### config.mk
export PLATFORM = sky130hd
export DESIGN_NAME = rate_ema_crossover_monitor_flat
export DESIGN_NICKNAME = d
export VERILOG_FILES = /design/src/design/remc_pkg.sv /design/src/design/remc_if.sv /design/src/design/remc_div.sv /design/src/design/remc_datapath.sv /design/src/design/remc_ctrl.sv /design/src/design/rate_ema_crossover_monitor.sv /design/src/flat_wrapper.sv
export SDC_FILE = /design/constraint.sdc
export NUM_CORES = 2
export LEC_CHECK = 0
export BUFFER_PORTS_ARGS = -buffer_cell sky130_fd_sc_hd__buf_2
export CAP_MARGIN = 0
export CORE_ASPECT_RATIO = 1.75
export CORE_MARGIN = 2
export CORE_UTILIZATION = 30
export DETAILED_ROUTE_END_ITERATION = 6
export HOLD_SLACK_MARGIN = 0.03
export PLACE_DENSITY = 0.54
export SETUP_SLACK_MARGIN = 0.5
export SYNTH_ARGS = -nofsm -noshare
export SYNTH_HDL_FRONTEND = slang
export SYNTH_SLANG_ARGS = --single-unit
### constraint.sdc
create_clock -name i_clk -period 20.5 [get_ports i_clk]
set_clock_uncertainty 0.1 [all_clocks]
set_input_delay 2.05 -clock i_clk [delete_from_list [all_inputs] [get_ports i_clk]]
set_output_delay 2.05 -clock i_clk [all_outputs]
set_load 0.01 [all_outputs]
### src/design/remc_pkg.sv
`default_nettype none
// ----------------------------------------------------------------------------
// remc_pkg
// shared constants, register map and controller/datapath command types
// for the rate ema crossover monitor
// ----------------------------------------------------------------------------
package remc_pkg;

    localparam int VALUE_WIDTH = 32;
    localparam int OUT_W       = 32;
    localparam int CONN_W      = 31;
    localparam int NUM_LANES   = 3;
    localparam int LANE_DATA   = 0;
    localparam int LANE_TTFB   = 1;
    localparam int LANE_CONN   = 2;

    localparam int PERIOD_W    = 6;
    localparam int WEIGHT_W    = 17;
    localparam int INTERVAL_W  = 4;
    localparam int APB_ADDR_W  = 4;
    localparam int APB_DATA_W  = 32;
    localparam int REG_IDX_W   = 2;

    localparam int NUM_EMA     = 4;
    localparam int EMA_IDX_W   = $clog2(NUM_EMA);
    localparam int DIV_CNT_W   = $clog2(VALUE_WIDTH);
    localparam int FRAC_W      = 16;
    localparam int PROD_W      = VALUE_WIDTH + WEIGHT_W + 1;

    localparam logic [WEIGHT_W-1:0]   Q16_ONE        = WEIGHT_W'(1 << FRAC_W);
    localparam logic [PERIOD_W-1:0]   PERIOD_RST     = PERIOD_W'(5);
    localparam logic [WEIGHT_W-1:0]   SHORT_K_RST    = WEIGHT_W'(21845);
    localparam logic [WEIGHT_W-1:0]   LONG_K_RST     = WEIGHT_W'(5041);
    localparam logic [INTERVAL_W-1:0] INTERVAL_RST   = INTERVAL_W'(5);

    // register indexes (byte address = 4 * index)
    localparam logic [REG_IDX_W-1:0] REG_PERIOD   = 2'd0;
    localparam logic [REG_IDX_W-1:0] REG_SHORT_K  = 2'd1;
    localparam logic [REG_IDX_W-1:0] REG_LONG_K   = 2'd2;
    localparam logic [REG_IDX_W-1:0] REG_INTERVAL = 2'd3;

    // ema slots
    localparam logic [EMA_IDX_W-1:0] EMA_RATE_SHORT = 2'd0;
    localparam logic [EMA_IDX_W-1:0] EMA_TTFB_SHORT = 2'd1;
    localparam logic [EMA_IDX_W-1:0] EMA_RATE_LONG  = 2'd2;
    localparam logic [EMA_IDX_W-1:0] EMA_TTFB_LONG  = 2'd3;

    typedef struct packed {
        logic [PERIOD_W-1:0]   period_seconds;
        logic [WEIGHT_W-1:0]   short_weight_q16;
        logic [WEIGHT_W-1:0]   long_weight_q16;
        logic [INTERVAL_W-1:0] long_interval;
    } t_cfg;

    typedef struct packed {
        logic                 capture;
        logic                 div_load;
        logic                 div_step;
        logic                 rate_wr;
        logic                 mul_a;
        logic                 mul_b;
        logic                 sum;
        logic                 ema_wr;
        logic                 out_load;
        logic [EMA_IDX_W-1:0] ema_idx;
        logic                 long_upd;
    } t_cmd;

    typedef struct packed {
        logic out_free;
    } t_stat;

endpackage
`default_nettype wire

### src/design/remc_if.sv
`default_nettype none
// ----------------------------------------------------------------------------
// remc_if
// valid/ready channels for tick snapshots in and rate/ema results out
// ----------------------------------------------------------------------------
interface remc_in_if import remc_pkg::*; ();
    logic                   valid;
    logic                   ready;
    logic [VALUE_WIDTH-1:0] data_rate_sum;
    logic [VALUE_WIDTH-1:0] ttfb_sum;
    logic [VALUE_WIDTH-1:0] connection_count;

    modport source (
        output valid, data_rate_sum, ttfb_sum, connection_count,
        input  ready
    );
    modport sink (
        input  valid, data_rate_sum, ttfb_sum, connection_count,
        output ready
    );
endinterface

interface remc_out_if import remc_pkg::*; ();
    logic                     valid;
    logic                     ready;
    logic signed [OUT_W-1:0]  data_rate;
    logic signed [OUT_W-1:0]  ttfb_rate;
    logic        [CONN_W-1:0] connection_rate;
    logic signed [OUT_W-1:0]  rate_ema_short;
    logic signed [OUT_W-1:0]  rate_ema_long;
    logic signed [OUT_W-1:0]  ttfb_ema_short;
    logic signed [OUT_W-1:0]  ttfb_ema_long;
    logic                     death_cross;

    modport source (
        output valid, data_rate, ttfb_rate, connection_rate, rate_ema_short,
               rate_ema_long, ttfb_ema_short, ttfb_ema_long, death_cross,
        input  ready
    );
    modport sink (
        input  valid, data_rate, ttfb_rate, connection_rate, rate_ema_short,
               rate_ema_long, ttfb_ema_short, ttfb_ema_long, death_cross,
        output ready
    );
endinterface
`default_nettype wire

### src/design/remc_div.sv
`default_nettype none
// ----------------------------------------------------------------------------
// remc_div
// restoring divider, one quotient bit per step, one lane per counter
// ----------------------------------------------------------------------------
module remc_div import remc_pkg::*; (
    input  wire logic                                   i_clk,
    input  wire logic                                   i_load,
    input  wire logic                                   i_step,
    input  wire logic [PERIOD_W-1:0]                    i_divisor,
    input  wire logic [NUM_LANES-1:0][VALUE_WIDTH-1:0]  i_dividend,
    output      logic [NUM_LANES-1:0][VALUE_WIDTH-1:0]  o_quotient
);

    logic [NUM_LANES-1:0][PERIOD_W-1:0]    r_rem;
    logic [NUM_LANES-1:0][VALUE_WIDTH-1:0] r_quo;
    logic [NUM_LANES-1:0][PERIOD_W-1:0]    n_rem;
    logic [NUM_LANES-1:0][VALUE_WIDTH-1:0] n_quo;
    logic [NUM_LANES-1:0][PERIOD_W:0]      w_trial;
    logic [NUM_LANES-1:0][PERIOD_W:0]      w_diff;

    always_comb begin
        for (int i = 0; i < NUM_LANES; i++) begin
            w_trial[i] = {r_rem[i], r_quo[i][VALUE_WIDTH-1]};
            w_diff[i]  = w_trial[i] - {1'b0, i_divisor};
            n_rem[i]   = r_rem[i];
            n_quo[i]   = r_quo[i];
            if (i_load) begin
                n_rem[i] = '0;
                n_quo[i] = i_dividend[i];
            end else if (i_step) begin
                if (w_trial[i] >= {1'b0, i_divisor}) begin
                    n_rem[i] = w_diff[i][PERIOD_W-1:0];
                    n_quo[i] = {r_quo[i][VALUE_WIDTH-2:0], 1'b1};
                end else begin
                    n_rem[i] = w_trial[i][PERIOD_W-1:0];
                    n_quo[i] = {r_quo[i][VALUE_WIDTH-2:0], 1'b0};
                end
            end
        end
    end

    always_ff @(posedge i_clk) begin
        r_rem <= n_rem;
        r_quo <= n_quo;
    end

    assign o_quotient = r_quo;

endmodule
`default_nettype wire

### src/design/remc_datapath.sv
`default_nettype none
// ----------------------------------------------------------------------------
// remc_datapath
// snapshot differences, rate division, shared multiplier for the emas,
// crossover flag and the output register
// ----------------------------------------------------------------------------
module remc_datapath import remc_pkg::*; (
    input  wire logic                     i_clk,
    input  wire logic                     i_rst_n,
    input  wire t_cfg                     i_cfg,
    input  wire t_cmd                     i_cmd,
    output      t_stat                    o_stat,
    input  wire logic [VALUE_WIDTH-1:0]   i_data_rate_sum,
    input  wire logic [VALUE_WIDTH-1:0]   i_ttfb_sum,
    input  wire logic [VALUE_WIDTH-1:0]   i_connection_count,
    input  wire logic                     i_out_ready,
    output      logic                     o_out_valid,
    output      logic signed [OUT_W-1:0]  o_data_rate,
    output      logic signed [OUT_W-1:0]  o_ttfb_rate,
    output      logic        [CONN_W-1:0] o_connection_rate,
    output      logic signed [OUT_W-1:0]  o_rate_ema_short,
    output      logic signed [OUT_W-1:0]  o_rate_ema_long,
    output      logic signed [OUT_W-1:0]  o_ttfb_ema_short,
    output      logic signed [OUT_W-1:0]  o_ttfb_ema_long,
    output      logic                     o_death_cross
);

    logic [NUM_LANES-1:0][VALUE_WIDTH-1:0] w_cur;
    logic [NUM_LANES-1:0][VALUE_WIDTH-1:0] r_prev;
    logic [NUM_LANES-1:0][VALUE_WIDTH-1:0] r_diff;
    logic [NUM_LANES-1:0]                  r_neg;
    logic [NUM_LANES-1:0][VALUE_WIDTH-1:0] w_mag;
    logic [NUM_LANES-1:0][VALUE_WIDTH-1:0] w_quo;
    logic [PERIOD_W-1:0]                   w_period;

    logic signed [VALUE_WIDTH-1:0] r_dr;
    logic signed [VALUE_WIDTH-1:0] r_tt;
    logic        [CONN_W-1:0]      r_cr;
    logic signed [VALUE_WIDTH-1:0] r_ema [NUM_EMA];
    logic                          r_was_above;

    logic        [WEIGHT_W-1:0]    w_k_raw;
    logic        [WEIGHT_W-1:0]    w_k;
    logic        [WEIGHT_W-1:0]    w_k_inv;
    logic signed [VALUE_WIDTH-1:0] w_x;
    logic signed [WEIGHT_W:0]      w_y;
    logic signed [PROD_W-1:0]      w_prod;
    logic signed [PROD_W-1:0]      r_prod;
    logic signed [PROD_W-1:0]      r_acc;
    logic signed [PROD_W-1:0]      w_bias;
    logic signed [PROD_W-1:0]      w_trunc;
    logic signed [VALUE_WIDTH-1:0] w_ema_new;
    logic                          w_ema_we;

    logic                          r_out_valid;
    logic signed [OUT_W-1:0]       r_out_dr;
    logic signed [OUT_W-1:0]       r_out_tt;
    logic        [CONN_W-1:0]      r_out_cr;
    logic signed [OUT_W-1:0]       r_out_rs;
    logic signed [OUT_W-1:0]       r_out_rl;
    logic signed [OUT_W-1:0]       r_out_ts;
    logic signed [OUT_W-1:0]       r_out_tl;
    logic                          r_out_cross;

    assign w_cur[LANE_DATA] = i_data_rate_sum;
    assign w_cur[LANE_TTFB] = i_ttfb_sum;
    assign w_cur[LANE_CONN] = i_connection_count;

    assign w_period = (i_cfg.period_seconds == '0) ? PERIOD_W'(1) : i_cfg.period_seconds;

    always_comb begin
        for (int i = 0; i < NUM_LANES; i++) begin
            w_mag[i] = r_diff[i][VALUE_WIDTH-1] ? (~r_diff[i] + 1'b1) : r_diff[i];
        end
    end

    remc_div u_div (
        .i_clk      (i_clk),
        .i_load     (i_cmd.div_load),
        .i_step     (i_cmd.div_step),
        .i_divisor  (w_period),
        .i_dividend (w_mag),
        .o_quotient (w_quo)
    );

    always_ff @(posedge i_clk) begin
        if (!i_rst_n) begin
            r_prev <= '0;
        end else if (i_cmd.capture) begin
            r_prev <= w_cur;
        end
    end

    always_ff @(posedge i_clk) begin
        if (i_cmd.capture) begin
            for (int i = 0; i < NUM_LANES; i++) begin
                r_diff[i] <= w_cur[i] - r_prev[i];
            end
            r_was_above <= r_ema[EMA_RATE_SHORT] > r_ema[EMA_RATE_LONG];
        end
        if (i_cmd.div_load) begin
            for (int i = 0; i < NUM_LANES; i++) begin
                r_neg[i] <= r_diff[i][VALUE_WIDTH-1];
            end
        end
        if (i_cmd.rate_wr) begin
            r_dr <= r_neg[LANE_DATA] ? -$signed(w_quo[LANE_DATA]) : $signed(w_quo[LANE_DATA]);
            r_tt <= r_neg[LANE_TTFB] ? -$signed(w_quo[LANE_TTFB]) : $signed(w_quo[LANE_TTFB]);
            r_cr <= r_neg[LANE_CONN] ? '0 : w_quo[LANE_CONN][CONN_W-1:0];
        end
    end

    // ema = (cur*k + old*(1-k)) / 2^16, truncated toward zero
    assign w_k_raw  = i_cmd.ema_idx[1] ? i_cfg.long_weight_q16 : i_cfg.short_weight_q16;
    assign w_k      = (w_k_raw > Q16_ONE) ? Q16_ONE : w_k_raw;
    assign w_k_inv  = Q16_ONE - w_k;
    assign w_x      = i_cmd.mul_a ? (i_cmd.ema_idx[0] ? r_tt : r_dr) : r_ema[i_cmd.ema_idx];
    assign w_y      = $signed({1'b0, (i_cmd.mul_a ? w_k : w_k_inv)});
    assign w_prod   = PROD_W'(w_x * w_y);
    assign w_bias   = r_acc[PROD_W-1] ? PROD_W'((1 << FRAC_W) - 1) : '0;
    assign w_trunc  = r_acc + w_bias;
    assign w_ema_new = w_trunc[FRAC_W +: VALUE_WIDTH];
    assign w_ema_we  = i_cmd.ema_wr && (!i_cmd.ema_idx[1] || i_cmd.long_upd);

    always_ff @(posedge i_clk) begin
        if (i_cmd.mul_a || i_cmd.mul_b) begin
            r_prod <= w_prod;
        end
        if (i_cmd.mul_b) begin
            r_acc <= r_prod;
        end else if (i_cmd.sum) begin
            r_acc <= r_acc + r_prod;
        end
    end

    always_ff @(posedge i_clk) begin
        if (!i_rst_n) begin
            for (int i = 0; i < NUM_EMA; i++) begin
                r_ema[i] <= '0;
            end
        end else if (w_ema_we) begin
            r_ema[i_cmd.ema_idx] <= w_ema_new;
        end
    end

    // output register
    always_ff @(posedge i_clk) begin
        if (!i_rst_n) begin
            r_out_valid <= 1'b0;
        end else if (i_cmd.out_load) begin
            r_out_valid <= 1'b1;
        end else if (i_out_ready) begin
            r_out_valid <= 1'b0;
        end
    end

    always_ff @(posedge i_clk) begin
        if (i_cmd.out_load) begin
            r_out_dr    <= r_dr;
            r_out_tt    <= r_tt;
            r_out_cr    <= r_cr;
            r_out_rs    <= r_ema[EMA_RATE_SHORT];
            r_out_rl    <= r_ema[EMA_RATE_LONG];
            r_out_ts    <= r_ema[EMA_TTFB_SHORT];
            r_out_tl    <= r_ema[EMA_TTFB_LONG];
            r_out_cross <= r_was_above && (r_ema[EMA_RATE_LONG] > r_ema[EMA_RATE_SHORT])
                           && (r_cr != '0);
        end
    end

    assign o_stat.out_free    = !r_out_valid || i_out_ready;
    assign o_out_valid        = r_out_valid;
    assign o_data_rate        = r_out_dr;
    assign o_ttfb_rate        = r_out_tt;
    assign o_connection_rate  = r_out_cr;
    assign o_rate_ema_short   = r_out_rs;
    assign o_rate_ema_long    = r_out_rl;
    assign o_ttfb_ema_short   = r_out_ts;
    assign o_ttfb_ema_long    = r_out_tl;
    assign o_death_cross      = r_out_cross;

endmodule
`default_nettype wire

### src/design/remc_ctrl.sv
`default_nettype none
// ----------------------------------------------------------------------------
// remc_ctrl
// sequencer: capture, divide, four ema passes, hand result to output
// ----------------------------------------------------------------------------
module remc_ctrl import remc_pkg::*; (
    input  wire logic                  i_clk,
    input  wire logic                  i_rst_n,
    input  wire logic                  i_in_valid,
    output      logic                  o_in_ready,
    input  wire logic [INTERVAL_W-1:0] i_long_interval,
    input  wire t_stat                 i_stat,
    output      t_cmd                  o_cmd
);

    typedef enum logic [8:0] {
        S_IDLE     = 9'b000000001,
        S_DIV_LOAD = 9'b000000010,
        S_DIV_RUN  = 9'b000000100,
        S_RATE     = 9'b000001000,
        S_MUL_A    = 9'b000010000,
        S_MUL_B    = 9'b000100000,
        S_SUM      = 9'b001000000,
        S_EMA_WR   = 9'b010000000,
        S_OUT      = 9'b100000000
    } t_state;

    localparam logic [DIV_CNT_W-1:0] DIV_LAST = DIV_CNT_W'(VALUE_WIDTH - 1);
    localparam logic [EMA_IDX_W-1:0] EMA_LAST = EMA_IDX_W'(NUM_EMA - 1);

    t_state                r_state, n_state;
    logic [DIV_CNT_W-1:0]  r_cnt, n_cnt;
    logic [EMA_IDX_W-1:0]  r_idx, n_idx;
    logic [INTERVAL_W-1:0] r_tick, n_tick;
    logic                  r_long_upd, n_long_upd;
    logic [INTERVAL_W-1:0] w_tick_inc;
    logic [INTERVAL_W-1:0] w_interval;
    logic                  w_upd;

    assign w_tick_inc = r_tick + 1'b1;
    assign w_interval = (i_long_interval == '0) ? INTERVAL_W'(1) : i_long_interval;
    assign w_upd      = w_tick_inc >= w_interval;
    assign o_in_ready = (r_state == S_IDLE);

    always_comb begin
        n_state      = r_state;
        n_cnt        = r_cnt;
        n_idx        = r_idx;
        n_tick       = r_tick;
        n_long_upd   = r_long_upd;
        o_cmd          = '0;
        o_cmd.ema_idx  = r_idx;
        o_cmd.long_upd = r_long_upd;
        case (r_state)
            S_IDLE: begin
                if (i_in_valid) begin
                    o_cmd.capture = 1'b1;
                    n_long_upd    = w_upd;
                    n_tick        = w_upd ? '0 : w_tick_inc;
                    n_state       = S_DIV_LOAD;
                end
            end
            S_DIV_LOAD: begin
                o_cmd.div_load = 1'b1;
                n_cnt          = '0;
                n_state        = S_DIV_RUN;
            end
            S_DIV_RUN: begin
                o_cmd.div_step = 1'b1;
                if (r_cnt == DIV_LAST) begin
                    n_state = S_RATE;
                end else begin
                    n_cnt = r_cnt + 1'b1;
                end
            end
            S_RATE: begin
                o_cmd.rate_wr = 1'b1;
                n_idx         = '0;
                n_state       = S_MUL_A;
            end
            S_MUL_A: begin
                o_cmd.mul_a = 1'b1;
                n_state     = S_MUL_B;
            end
            S_MUL_B: begin
                o_cmd.mul_b = 1'b1;
                n_state     = S_SUM;
            end
            S_SUM: begin
                o_cmd.sum = 1'b1;
                n_state   = S_EMA_WR;
            end
            S_EMA_WR: begin
                o_cmd.ema_wr = 1'b1;
                if (r_idx == EMA_LAST) begin
                    n_state = S_OUT;
                end else begin
                    n_idx   = r_idx + 1'b1;
                    n_state = S_MUL_A;
                end
            end
            S_OUT: begin
                if (i_stat.out_free) begin
                    o_cmd.out_load = 1'b1;
                    n_state        = S_IDLE;
                end
            end
            default: begin
                n_state = S_IDLE;
            end
        endcase
    end

    always_ff @(posedge i_clk) begin
        if (!i_rst_n) begin
            r_state    <= S_IDLE;
            r_cnt      <= '0;
            r_idx      <= '0;
            r_tick     <= '0;
            r_long_upd <= 1'b0;
        end else begin
            r_state    <= n_state;
            r_cnt      <= n_cnt;
            r_idx      <= n_idx;
            r_tick     <= n_tick;
            r_long_upd <= n_long_upd;
        end
    end

    a_out_load_free: assert property (@(posedge i_clk) disable iff (!i_rst_n)
        o_cmd.out_load |-> i_stat.out_free)
        else $error("result loaded while output register occupied");

    a_div_full_steps: assert property (@(posedge i_clk) disable iff (!i_rst_n)
        (r_state == S_DIV_RUN && n_state == S_RATE) |-> (r_cnt == DIV_LAST))
        else $error("divider left before all quotient bits");

    a_long_upd_stable: assert property (@(posedge i_clk) disable iff (!i_rst_n)
        (r_state != S_IDLE && $past(r_state != S_IDLE)) |-> $stable(r_long_upd))
        else $error("long update flag changed mid item");

    a_tick_bound: assert property (@(posedge i_clk) disable iff (!i_rst_n)
        r_tick != {INTERVAL_W{1'b1}})
        else $error("tick counter reached all ones");

    a_ready_no_load: assert property (@(posedge i_clk) disable iff (!i_rst_n)
        o_in_ready |-> !(o_cmd.div_step || o_cmd.ema_wr || o_cmd.out_load))
        else $error("datapath command while idle");

endmodule
`default_nettype wire

### src/design/rate_ema_crossover_monitor.sv
`default_nettype none
// ----------------------------------------------------------------------------
// rate_ema_crossover_monitor
// per-tick rates from counter snapshots, short/long emas and death cross flag
//
// i_in carries one beat per tick period: snapshots of the data-rate sum, the
// first-byte time sum and the connection count. o_out returns one beat per
// input beat with the three per-second rates, the four emas and the flag.
// The apb port sets period, ema weights and long interval; write only idle.
// From input beat to output valid the sequencer runs a divider load, 32
// steps of the three-lane restoring divider, a rate write, for each of
// the four emas a multiply, multiply, sum and ema write on the shared
// multiplier, and an output load; a new beat waits for the output load.
// The output register frees the sequencer: the next beat is accepted while
// a finished result waits; if the receiver still stalls at the end of that
// next tick, the sequencer holds until the output register is taken.
// Reset (synchronous, active low) restores the register defaults and clears
// the held snapshots, emas and tick counter; no clearing pass is needed.
// ----------------------------------------------------------------------------
module rate_ema_crossover_monitor import remc_pkg::*; (
    input  wire logic                  i_clk,
    input  wire logic                  i_rst_n,
    remc_in_if.sink                    i_in,
    remc_out_if.source                 o_out,
    input  wire logic                  psel,
    input  wire logic                  penable,
    input  wire logic                  pwrite,
    input  wire logic [APB_ADDR_W-1:0] paddr,
    input  wire logic [APB_DATA_W-1:0] pwdata,
    output      logic [APB_DATA_W-1:0] prdata,
    output      logic                  pready
);

    t_cfg                 r_cfg;
    t_cmd                 w_cmd;
    t_stat                w_stat;
    logic                 w_wr;
    logic [REG_IDX_W-1:0] w_idx;

    assign pready = 1'b1;
    assign w_wr   = psel && penable && pwrite;
    assign w_idx  = paddr[APB_ADDR_W-1:2];

    always_ff @(posedge i_clk) begin
        if (!i_rst_n) begin
            r_cfg.period_seconds   <= PERIOD_RST;
            r_cfg.short_weight_q16 <= SHORT_K_RST;
            r_cfg.long_weight_q16  <= LONG_K_RST;
            r_cfg.long_interval    <= INTERVAL_RST;
        end else if (w_wr) begin
            case (w_idx)
                REG_PERIOD:   r_cfg.period_seconds   <= pwdata[PERIOD_W-1:0];
                REG_SHORT_K:  r_cfg.short_weight_q16 <= pwdata[WEIGHT_W-1:0];
                REG_LONG_K:   r_cfg.long_weight_q16  <= pwdata[WEIGHT_W-1:0];
                REG_INTERVAL: r_cfg.long_interval    <= pwdata[INTERVAL_W-1:0];
                default: begin
                end
            endcase
        end
    end

    always_comb begin
        case (w_idx)
            REG_PERIOD:   prdata = APB_DATA_W'(r_cfg.period_seconds);
            REG_SHORT_K:  prdata = APB_DATA_W'(r_cfg.short_weight_q16);
            REG_LONG_K:   prdata = APB_DATA_W'(r_cfg.long_weight_q16);
            REG_INTERVAL: prdata = APB_DATA_W'(r_cfg.long_interval);
            default:      prdata = '0;
        endcase
    end

    remc_ctrl u_ctrl (
        .i_clk           (i_clk),
        .i_rst_n         (i_rst_n),
        .i_in_valid      (i_in.valid),
        .o_in_ready      (i_in.ready),
        .i_long_interval (r_cfg.long_interval),
        .i_stat          (w_stat),
        .o_cmd           (w_cmd)
    );

    remc_datapath u_datapath (
        .i_clk              (i_clk),
        .i_rst_n            (i_rst_n),
        .i_cfg              (r_cfg),
        .i_cmd              (w_cmd),
        .o_stat             (w_stat),
        .i_data_rate_sum    (i_in.data_rate_sum),
        .i_ttfb_sum         (i_in.ttfb_sum),
        .i_connection_count (i_in.connection_count),
        .i_out_ready        (o_out.ready),
        .o_out_valid        (o_out.valid),
        .o_data_rate        (o_out.data_rate),
        .o_ttfb_rate        (o_out.ttfb_rate),
        .o_connection_rate  (o_out.connection_rate),
        .o_rate_ema_short   (o_out.rate_ema_short),
        .o_rate_ema_long    (o_out.rate_ema_long),
        .o_ttfb_ema_short   (o_out.ttfb_ema_short),
        .o_ttfb_ema_long    (o_out.ttfb_ema_long),
        .o_death_cross      (o_out.death_cross)
    );

endmodule
`default_nettype wire
### src/flat_wrapper.sv
// flat-port wrapper written by rule: the top's interface ports become plain ports
module rate_ema_crossover_monitor_flat import remc_pkg::*;
  (i_clk, i_rst_n, psel, penable, pwrite, paddr, pwdata, prdata, pready, i_in_valid, i_in_data_rate_sum, i_in_ttfb_sum, i_in_connection_count, i_in_ready, o_out_valid, o_out_data_rate, o_out_ttfb_rate, o_out_connection_rate, o_out_rate_ema_short, o_out_rate_ema_long, o_out_ttfb_ema_short, o_out_ttfb_ema_long, o_out_death_cross, o_out_ready);
  remc_in_if i_in_i ();
  remc_out_if o_out_i ();
  input  wire logic i_clk;
  input  wire logic i_rst_n;
  input  wire logic psel;
  input  wire logic penable;
  input  wire logic pwrite;
  input  wire logic [APB_ADDR_W-1:0] paddr;
  input  wire logic [APB_DATA_W-1:0] pwdata;
  output      logic [APB_DATA_W-1:0] prdata;
  output      logic pready;
  input wire logic [$bits(i_in_i.valid)-1:0] i_in_valid;
  input wire logic [$bits(i_in_i.data_rate_sum)-1:0] i_in_data_rate_sum;
  input wire logic [$bits(i_in_i.ttfb_sum)-1:0] i_in_ttfb_sum;
  input wire logic [$bits(i_in_i.connection_count)-1:0] i_in_connection_count;
  output wire logic [$bits(i_in_i.ready)-1:0] i_in_ready;
  output wire logic [$bits(o_out_i.valid)-1:0] o_out_valid;
  output wire logic [$bits(o_out_i.data_rate)-1:0] o_out_data_rate;
  output wire logic [$bits(o_out_i.ttfb_rate)-1:0] o_out_ttfb_rate;
  output wire logic [$bits(o_out_i.connection_rate)-1:0] o_out_connection_rate;
  output wire logic [$bits(o_out_i.rate_ema_short)-1:0] o_out_rate_ema_short;
  output wire logic [$bits(o_out_i.rate_ema_long)-1:0] o_out_rate_ema_long;
  output wire logic [$bits(o_out_i.ttfb_ema_short)-1:0] o_out_ttfb_ema_short;
  output wire logic [$bits(o_out_i.ttfb_ema_long)-1:0] o_out_ttfb_ema_long;
  output wire logic [$bits(o_out_i.death_cross)-1:0] o_out_death_cross;
  input wire logic [$bits(o_out_i.ready)-1:0] o_out_ready;
  assign i_in_i.valid = i_in_valid;
  assign i_in_i.data_rate_sum = i_in_data_rate_sum;
  assign i_in_i.ttfb_sum = i_in_ttfb_sum;
  assign i_in_i.connection_count = i_in_connection_count;
  assign i_in_ready = i_in_i.ready;
  assign o_out_valid = o_out_i.valid;
  assign o_out_data_rate = o_out_i.data_rate;
  assign o_out_ttfb_rate = o_out_i.ttfb_rate;
  assign o_out_connection_rate = o_out_i.connection_rate;
  assign o_out_rate_ema_short = o_out_i.rate_ema_short;
  assign o_out_rate_ema_long = o_out_i.rate_ema_long;
  assign o_out_ttfb_ema_short = o_out_i.ttfb_ema_short;
  assign o_out_ttfb_ema_long = o_out_i.ttfb_ema_long;
  assign o_out_death_cross = o_out_i.death_cross;
  assign o_out_i.ready = o_out_ready;
  rate_ema_crossover_monitor u_core (.i_clk(i_clk), .i_rst_n(i_rst_n), .i_in(i_in_i), .o_out(o_out_i), .psel(psel), .penable(penable), .pwrite(pwrite), .paddr(paddr), .pwdata(pwdata), .prdata(prdata), .pready(pready));
endmodule
# Yosys cells after proc, flatten, opt, wreduce, memory -nomap -nowiden
# Memory sizes are Yosys's and may differ from the RTL's. A register that Yosys moved wholly into a read port is not among the register bits.
# Index checks and enable logic that the tools add are counted.
# totals
inputBits	139
out_inout_bits	259
ff_bits	731
ramBits	128
mem_count	1
# memory_table
name	words	width	rd	rd_clocked_by_memory_dff	write_ports	line_no	text
u_core.u_datapath.r_ema	4	32	5	3	4	remc_datapath.sv:39	logic signed [VALUE_WIDTH-1:0] r_ema [NUM_EMA];
# op_classes
eq_ne	19
bitwise	3
muxes	60
n_reduce_logical	28
order_cmp	7
addsub	17
mul	1
# op_table
cell	n
$mux 32	14
$pmux 32 s4	1
$mux 50	2
$add 32x1->32 const B	3
$not 32->32	3
$sub 32x32->32	3
$pmux 9 s9	1
$gt 32x32->1	2
$neg 32->32	2
$mux 17	3
$add 50x50->50	1
$mul 32x18->50	1
$add 48x17->48	1
$mux 9	4
$reduce_or 32->1	1
$reduce_bool 31->1	1
$mux 6	4
$ge 7x6->1	3
$mux 1	21
$sub 6x6->6	3
$gt 17x17->1 const B	1
$sub 17x17->17 const A	1
$mux 16	1
$reduce_and 2->1	7
other kinds (30)	51

# Longest topological paths before layout
# depth
word_depth	8
depth_mapped	42

# Cells and area by module
# From an unflattened synthesis, not the netlist that was laid out.
# unflattened
hier_cells	6330
hier_area_um2	66650.2
# by_module_without_submodules
mod	area_per_inst_um2	cells_each	instances
remc_datapath	57437.6	5531	1
remc_div	5721.7	419	1
rate_ema_crossover_monitor	2182.1	233	1
remc_ctrl	1308.8	147	1

# Least setup slack after synthesis
# No wires, ideal clock.
# synth_timing
path_kind	input to register
startpoint	input o_out_ready
endpoint	register u_core.u_datapath.r_out_cr[0] (netlist: u_core.u_datapath.o_connection_rate[0]), enable pin
arrival_time_ns	12.010
setup_slack_ns	7.551
n_path_buf	0
t_required_ns	19.561
cell_stages	2
setup_time_ns	0.839
path_cell_list	nand2b_1 > nor2b_1
# synth_rtl
item	line_no	text
from (decl)	flat_wrapper.sv:29	input wire logic [$bits(o_out_i.ready)-1:0] o_out_ready;
to (signal assigned)	remc_datapath.sv:161	r_out_cr <= r_cr;
to (decl)	remc_datapath.sv:58	logic [CONN_W-1:0] r_out_cr;

# Worst setup path after layout
# layout_timing
startpoint	register u_core.u_ctrl.r_idx[1]
endpoint	register u_core.u_datapath.r_prod[49], data pin
# layout_via
elab_chain_cells	6
# layout_rtl
item	line_no	text
from (decl)	remc_ctrl.sv:33	logic [EMA_IDX_W-1:0] r_idx, n_idx;
from (signal assigned)	remc_ctrl.sv:124	r_idx <= n_idx;
$mux 17 *	remc_datapath.sv:114	assign w_k_raw = i_cmd.ema_idx[1] ? i_cfg.long_weight_q16 : i_cfg.short_weight_q16;
$gt 17x17->1	remc_datapath.sv:115	assign w_k = (w_k_raw > Q16_ONE) ? Q16_ONE : w_k_raw;
$mux 17 *	remc_datapath.sv:115	
$sub 17x17->17	remc_datapath.sv:116	assign w_k_inv = Q16_ONE - w_k;
$mux 17 *	remc_datapath.sv:118	assign w_y = $signed({1'b0, (i_cmd.mul_a ? w_k : w_k_inv)});
$mul 32x18->50 *	remc_datapath.sv:119	assign w_prod = PROD_W'(w_x * w_y);
named net u_core.u_datapath.w_prod[49]	remc_datapath.sv:47	logic signed [PROD_W-1:0] w_prod;
to (signal assigned)	remc_datapath.sv:127	r_prod <= w_prod;
to (decl)	remc_datapath.sv:48	logic signed [PROD_W-1:0] r_prod;
# The timed path passes the listed nets; every way through them passes the cells marked *.
# A chain may end at the register's enable or synchronous reset.

==> impl_metrics.ini <==
[global_routing]
grt_overflow = 0
grt_antenna_before_repair = 20
grt_pass1_vias = 48500
grt_pass1_wl_um = 304000
grt_max_degree = 121
grt_use_total = 0.186

[drt]
wl_per_cell_um = 21.5
wl_met2_um = 105000
wl_met1_um = 74000
vias_per_cell = 4.87
vias = 46800
route.detailed.drc = 0
highest_layer = met5
routed-wl-met3_um = 10300
firstDrtPassIters = 5
drt_iter0_markers = 2800
drt_wl_total_um = 206000
ant_nets = 0

[worst_setup_path]
cp_max_fo = 29
arrival_ns = 12.44
crit_type = flip-flop to flip-flop
r2r_slack_ns = 8.38
crit_path_end_kind = flip-flop
r2r-end = u_core.u_datapath.r_prod[49]$_DFFE_PP_
reg2reg_depth = 34
crit_path_max_incr_delay_ns = 0.81
cp-start-kind = flip-flop
critPathSlowestCell = xor2_2
regToRegStartpoint = u_core.u_ctrl.r_idx[1]$_SDFFE_PN0N_
required_ns = 20.82

[clock_tree]
cts_tree = built
htreeDepth = 3
cts_root_buf = clkbuf_16
hold_buffers = 0
cts.sinks = 925
clk_pin_slew_ns = 0.07
cts.repair.resized = 0
insertion_delay_ns = 0.73
cts_buffers = 94
postCtsSetupRepairBufs = 0
clockBufferDepth = 3

[sta]
relSlewSlack = 0.222
hold_viol_final = 0
fin_crit_sh = 0.591
drv_slew = 0
fmax_mhz = 82.5
final.setup.tns_ns = 0
finalCriticalPeriod_ns = 12.12
max_slew.worst_pin.slew_ns = 1.17
whs_ns = 0.338
rsz0062_at_grt = no
fin_ws_ns = 8.38
setup_viol = 0

[power]
leakagePower_nw = 30.1
p_per_area_nw_per_um2 = 106
ir_drop_uv = 128

[placement]
gp_congestion = 0.949
portBuffers = 364
place_ws_ns = 8.36
hpwl_um = 163000

[logic_synthesis]
synth-edff-count = 743
synth.cell_area_sq_um = 65100
syn_avg_cell_area_sq_um = 10.2
synthArstFlopShare = 0
yosys_warnings = 0
netlist_instances = 6372
synth_seq_area_share = 0.399
synth_seq_cells = 925
synth_ff_type = edfxtp_1
yosys.cell_types.count = 80

[layout]
final_core_util = 0.341
nets = 7672
area_growth_pct = 13.1
drive_gt1_frac = 0.106
fillerInstances = 22000

[floorplanning]
die_h_um = 620
std_cell_rows = 226
start_util = 0.301
die-area_sq_um = 221000
core_area_sq_um = 216000
boundaryPins = 398
die_w_um = 356

[hold_path]
hold_end = u_core.u_datapath.o_ttfb_ema_long[26]$_DFFE_PP_
whs_path_depth = 0
hold_path.class = flip-flop to flip-flop
hp-start = u_core.u_datapath.r_ema[3][26]$_DFFE_PP_

[run]
cap_violations = 0

[run_status]
run_status = completed
-- sequential cells by signal (all words and copies together) (netlist names), 44 cells and up, named ones only --
name / flops
u_core.u_datapath.r_diff: 96
u_core.u_datapath.r_prod: 50
u_core.u_datapath.r_prev: 96
u_core.u_datapath.u_div.o_quotient: 96
u_core.u_datapath.r_acc: 50
u_core.r_cfg: 44
u_core.u_datapath.r_ema: 128
-- layout make-up --
cell class / count / area (sq um) / area share
Multi-Input combinational cell: 4408 / 35300 / 0.480
Antenna cell: 6 / 15.0 / 0.000204
Clock inverter: 63 / 807 / 0.0110
Tap cell: 2850 / 3570 / 0.0485
Inverter: 791 / 2980 / 0.0405
Clock buffer: 111 / 2480 / 0.0337
Timing Repair Buffer: 446 / 2440 / 0.0332
Sequential cell: 925 / 26000 / 0.353
-- how the worst max path moves through the flow --
stage / start / end / slack, ns / cells after the start
after floorplan: o_out_ready / u_core.u_datapath.o_connection_rate[0]$_DFFE_PP_ / 7.55 / 2
after global placement: u_core.u_ctrl.r_idx[1]$_SDFFE_PN0N_ / u_core.u_datapath.r_prod[48]$_DFFE_PP_ / 8.40 / 35
after detailed placement: u_core.u_ctrl.r_idx[1]$_SDFFE_PN0N_ / u_core.u_datapath.r_prod[48]$_DFFE_PP_ / 8.36 / 35
after CTS: u_core.u_ctrl.r_idx[1]$_SDFFE_PN0N_ / u_core.u_datapath.r_prod[48]$_DFFE_PP_ / 8.31 / 35
after global routing: u_core.u_ctrl.r_idx[1]$_SDFFE_PN0N_ / u_core.u_datapath.r_prod[49]$_DFFE_PP_ / 7.84 / 34
final: u_core.u_ctrl.r_idx[1]$_SDFFE_PN0N_ / u_core.u_datapath.r_prod[49]$_DFFE_PP_ / 8.38 / 34
-- stage by stage --
stage,cell area [sq um],instances,power (mW)
after floorplan,65100,6386,4.94
after global placement,70300,9420,5.96
after detailed placement,70300,9420,6.01
after CTS,73600,9594,7.90
after global routing,73600,9597,8.39
final,73600,9600,7.84
-- worst max-delay path, delay by kind of cell (launching register included) --
family	cells	cell delay [ns]
multiplexers	1	0.67
AO/OA/AOI/OAI	10	3.18
adder cells (fa/ha/maj)	8	3.46
AND/OR/NAND/NOR	6	1.59
flip-flops	1	0.67
XOR/XNOR	2	0.92
buffers and inverters	7	1.20
-- logic make-up (layout without fill, tap and decap cells) --
group           Yosys count  count (layout)  share of synthesized area
compound gates         1071            1071                      0.105
xor+xnor                383             383                     0.0517
fa+ha+maj               867             867                      0.228
buf+inv                1053            1411                     0.0618
flops                   925             925                      0.399
mux                     107             107                     0.0236
other cells               2              22                   0.000115
simple gates           1964            1964                      0.131
-- synth_stat cells, types with 126 or more instances --
cell type / count / area share
ha_1: 339 / 0.065
inv_1: 791 / 0.046
nor2_1: 562 / 0.032
xnor2_1: 194 / 0.026
a21boi_0: 126 / 0.015
a21oi_1: 233 / 0.018
clkbuf_1: 216 / 0.012
xor2_1: 188 / 0.025
o21ai_0: 300 / 0.023
dfxtp_1: 182 / 0.056
nand2_1: 926 / 0.053
edfxtp_1: 743 / 0.34
fa_1: 528 / 0.16
-- power by group --
| part | switching (mW) | internal, mW |
|---|---|---|
| registers | 0.106 | 2.32 |
| logic | 2.17 | 1.39 |
| clock network | 0.801 | 1.05 |
-- placed cells by master (no fill, tap or decap), types with 19 or more instances in the layout --
cell,netlist,final
a211oi_1,20,20
a21boi_0,126,126
a21o_1,115,115
a21oi_1,233,233
buf_2,6,363
buf_4,16,83
clkbuf_16,0,95
dfxtp_1,182,178
edfxtp_1,743,743
fa_1,528,528
ha_1,339,339
inv_1,791,789
mux2i_1,62,62
mux4_2,36,36
nand2_1,926,922
nand2b_1,59,59
nand3_1,70,68
nand4_1,40,40
nor2_1,562,560
nor2b_1,91,89
nor3_1,46,46
nor4_1,37,36
o211ai_1,20,20
o21a_1,52,52
o21ai_0,300,287
o21ai_1,15,25
o21bai_1,22,22
o31ai_1,50,48
o41ai_1,24,24
or3_1,32,32
or4_1,19,19
xnor2_1,194,193
xor2_1,188,185
-- per-layer routing --
layer,track usage,vias to the layer above
li1,-,21900
met1,0.195,23000
met2,0.334,1306
met3,0.0310,532
met4,0.131,6
met5,0,-
Power figures use the tool's default switching activity.
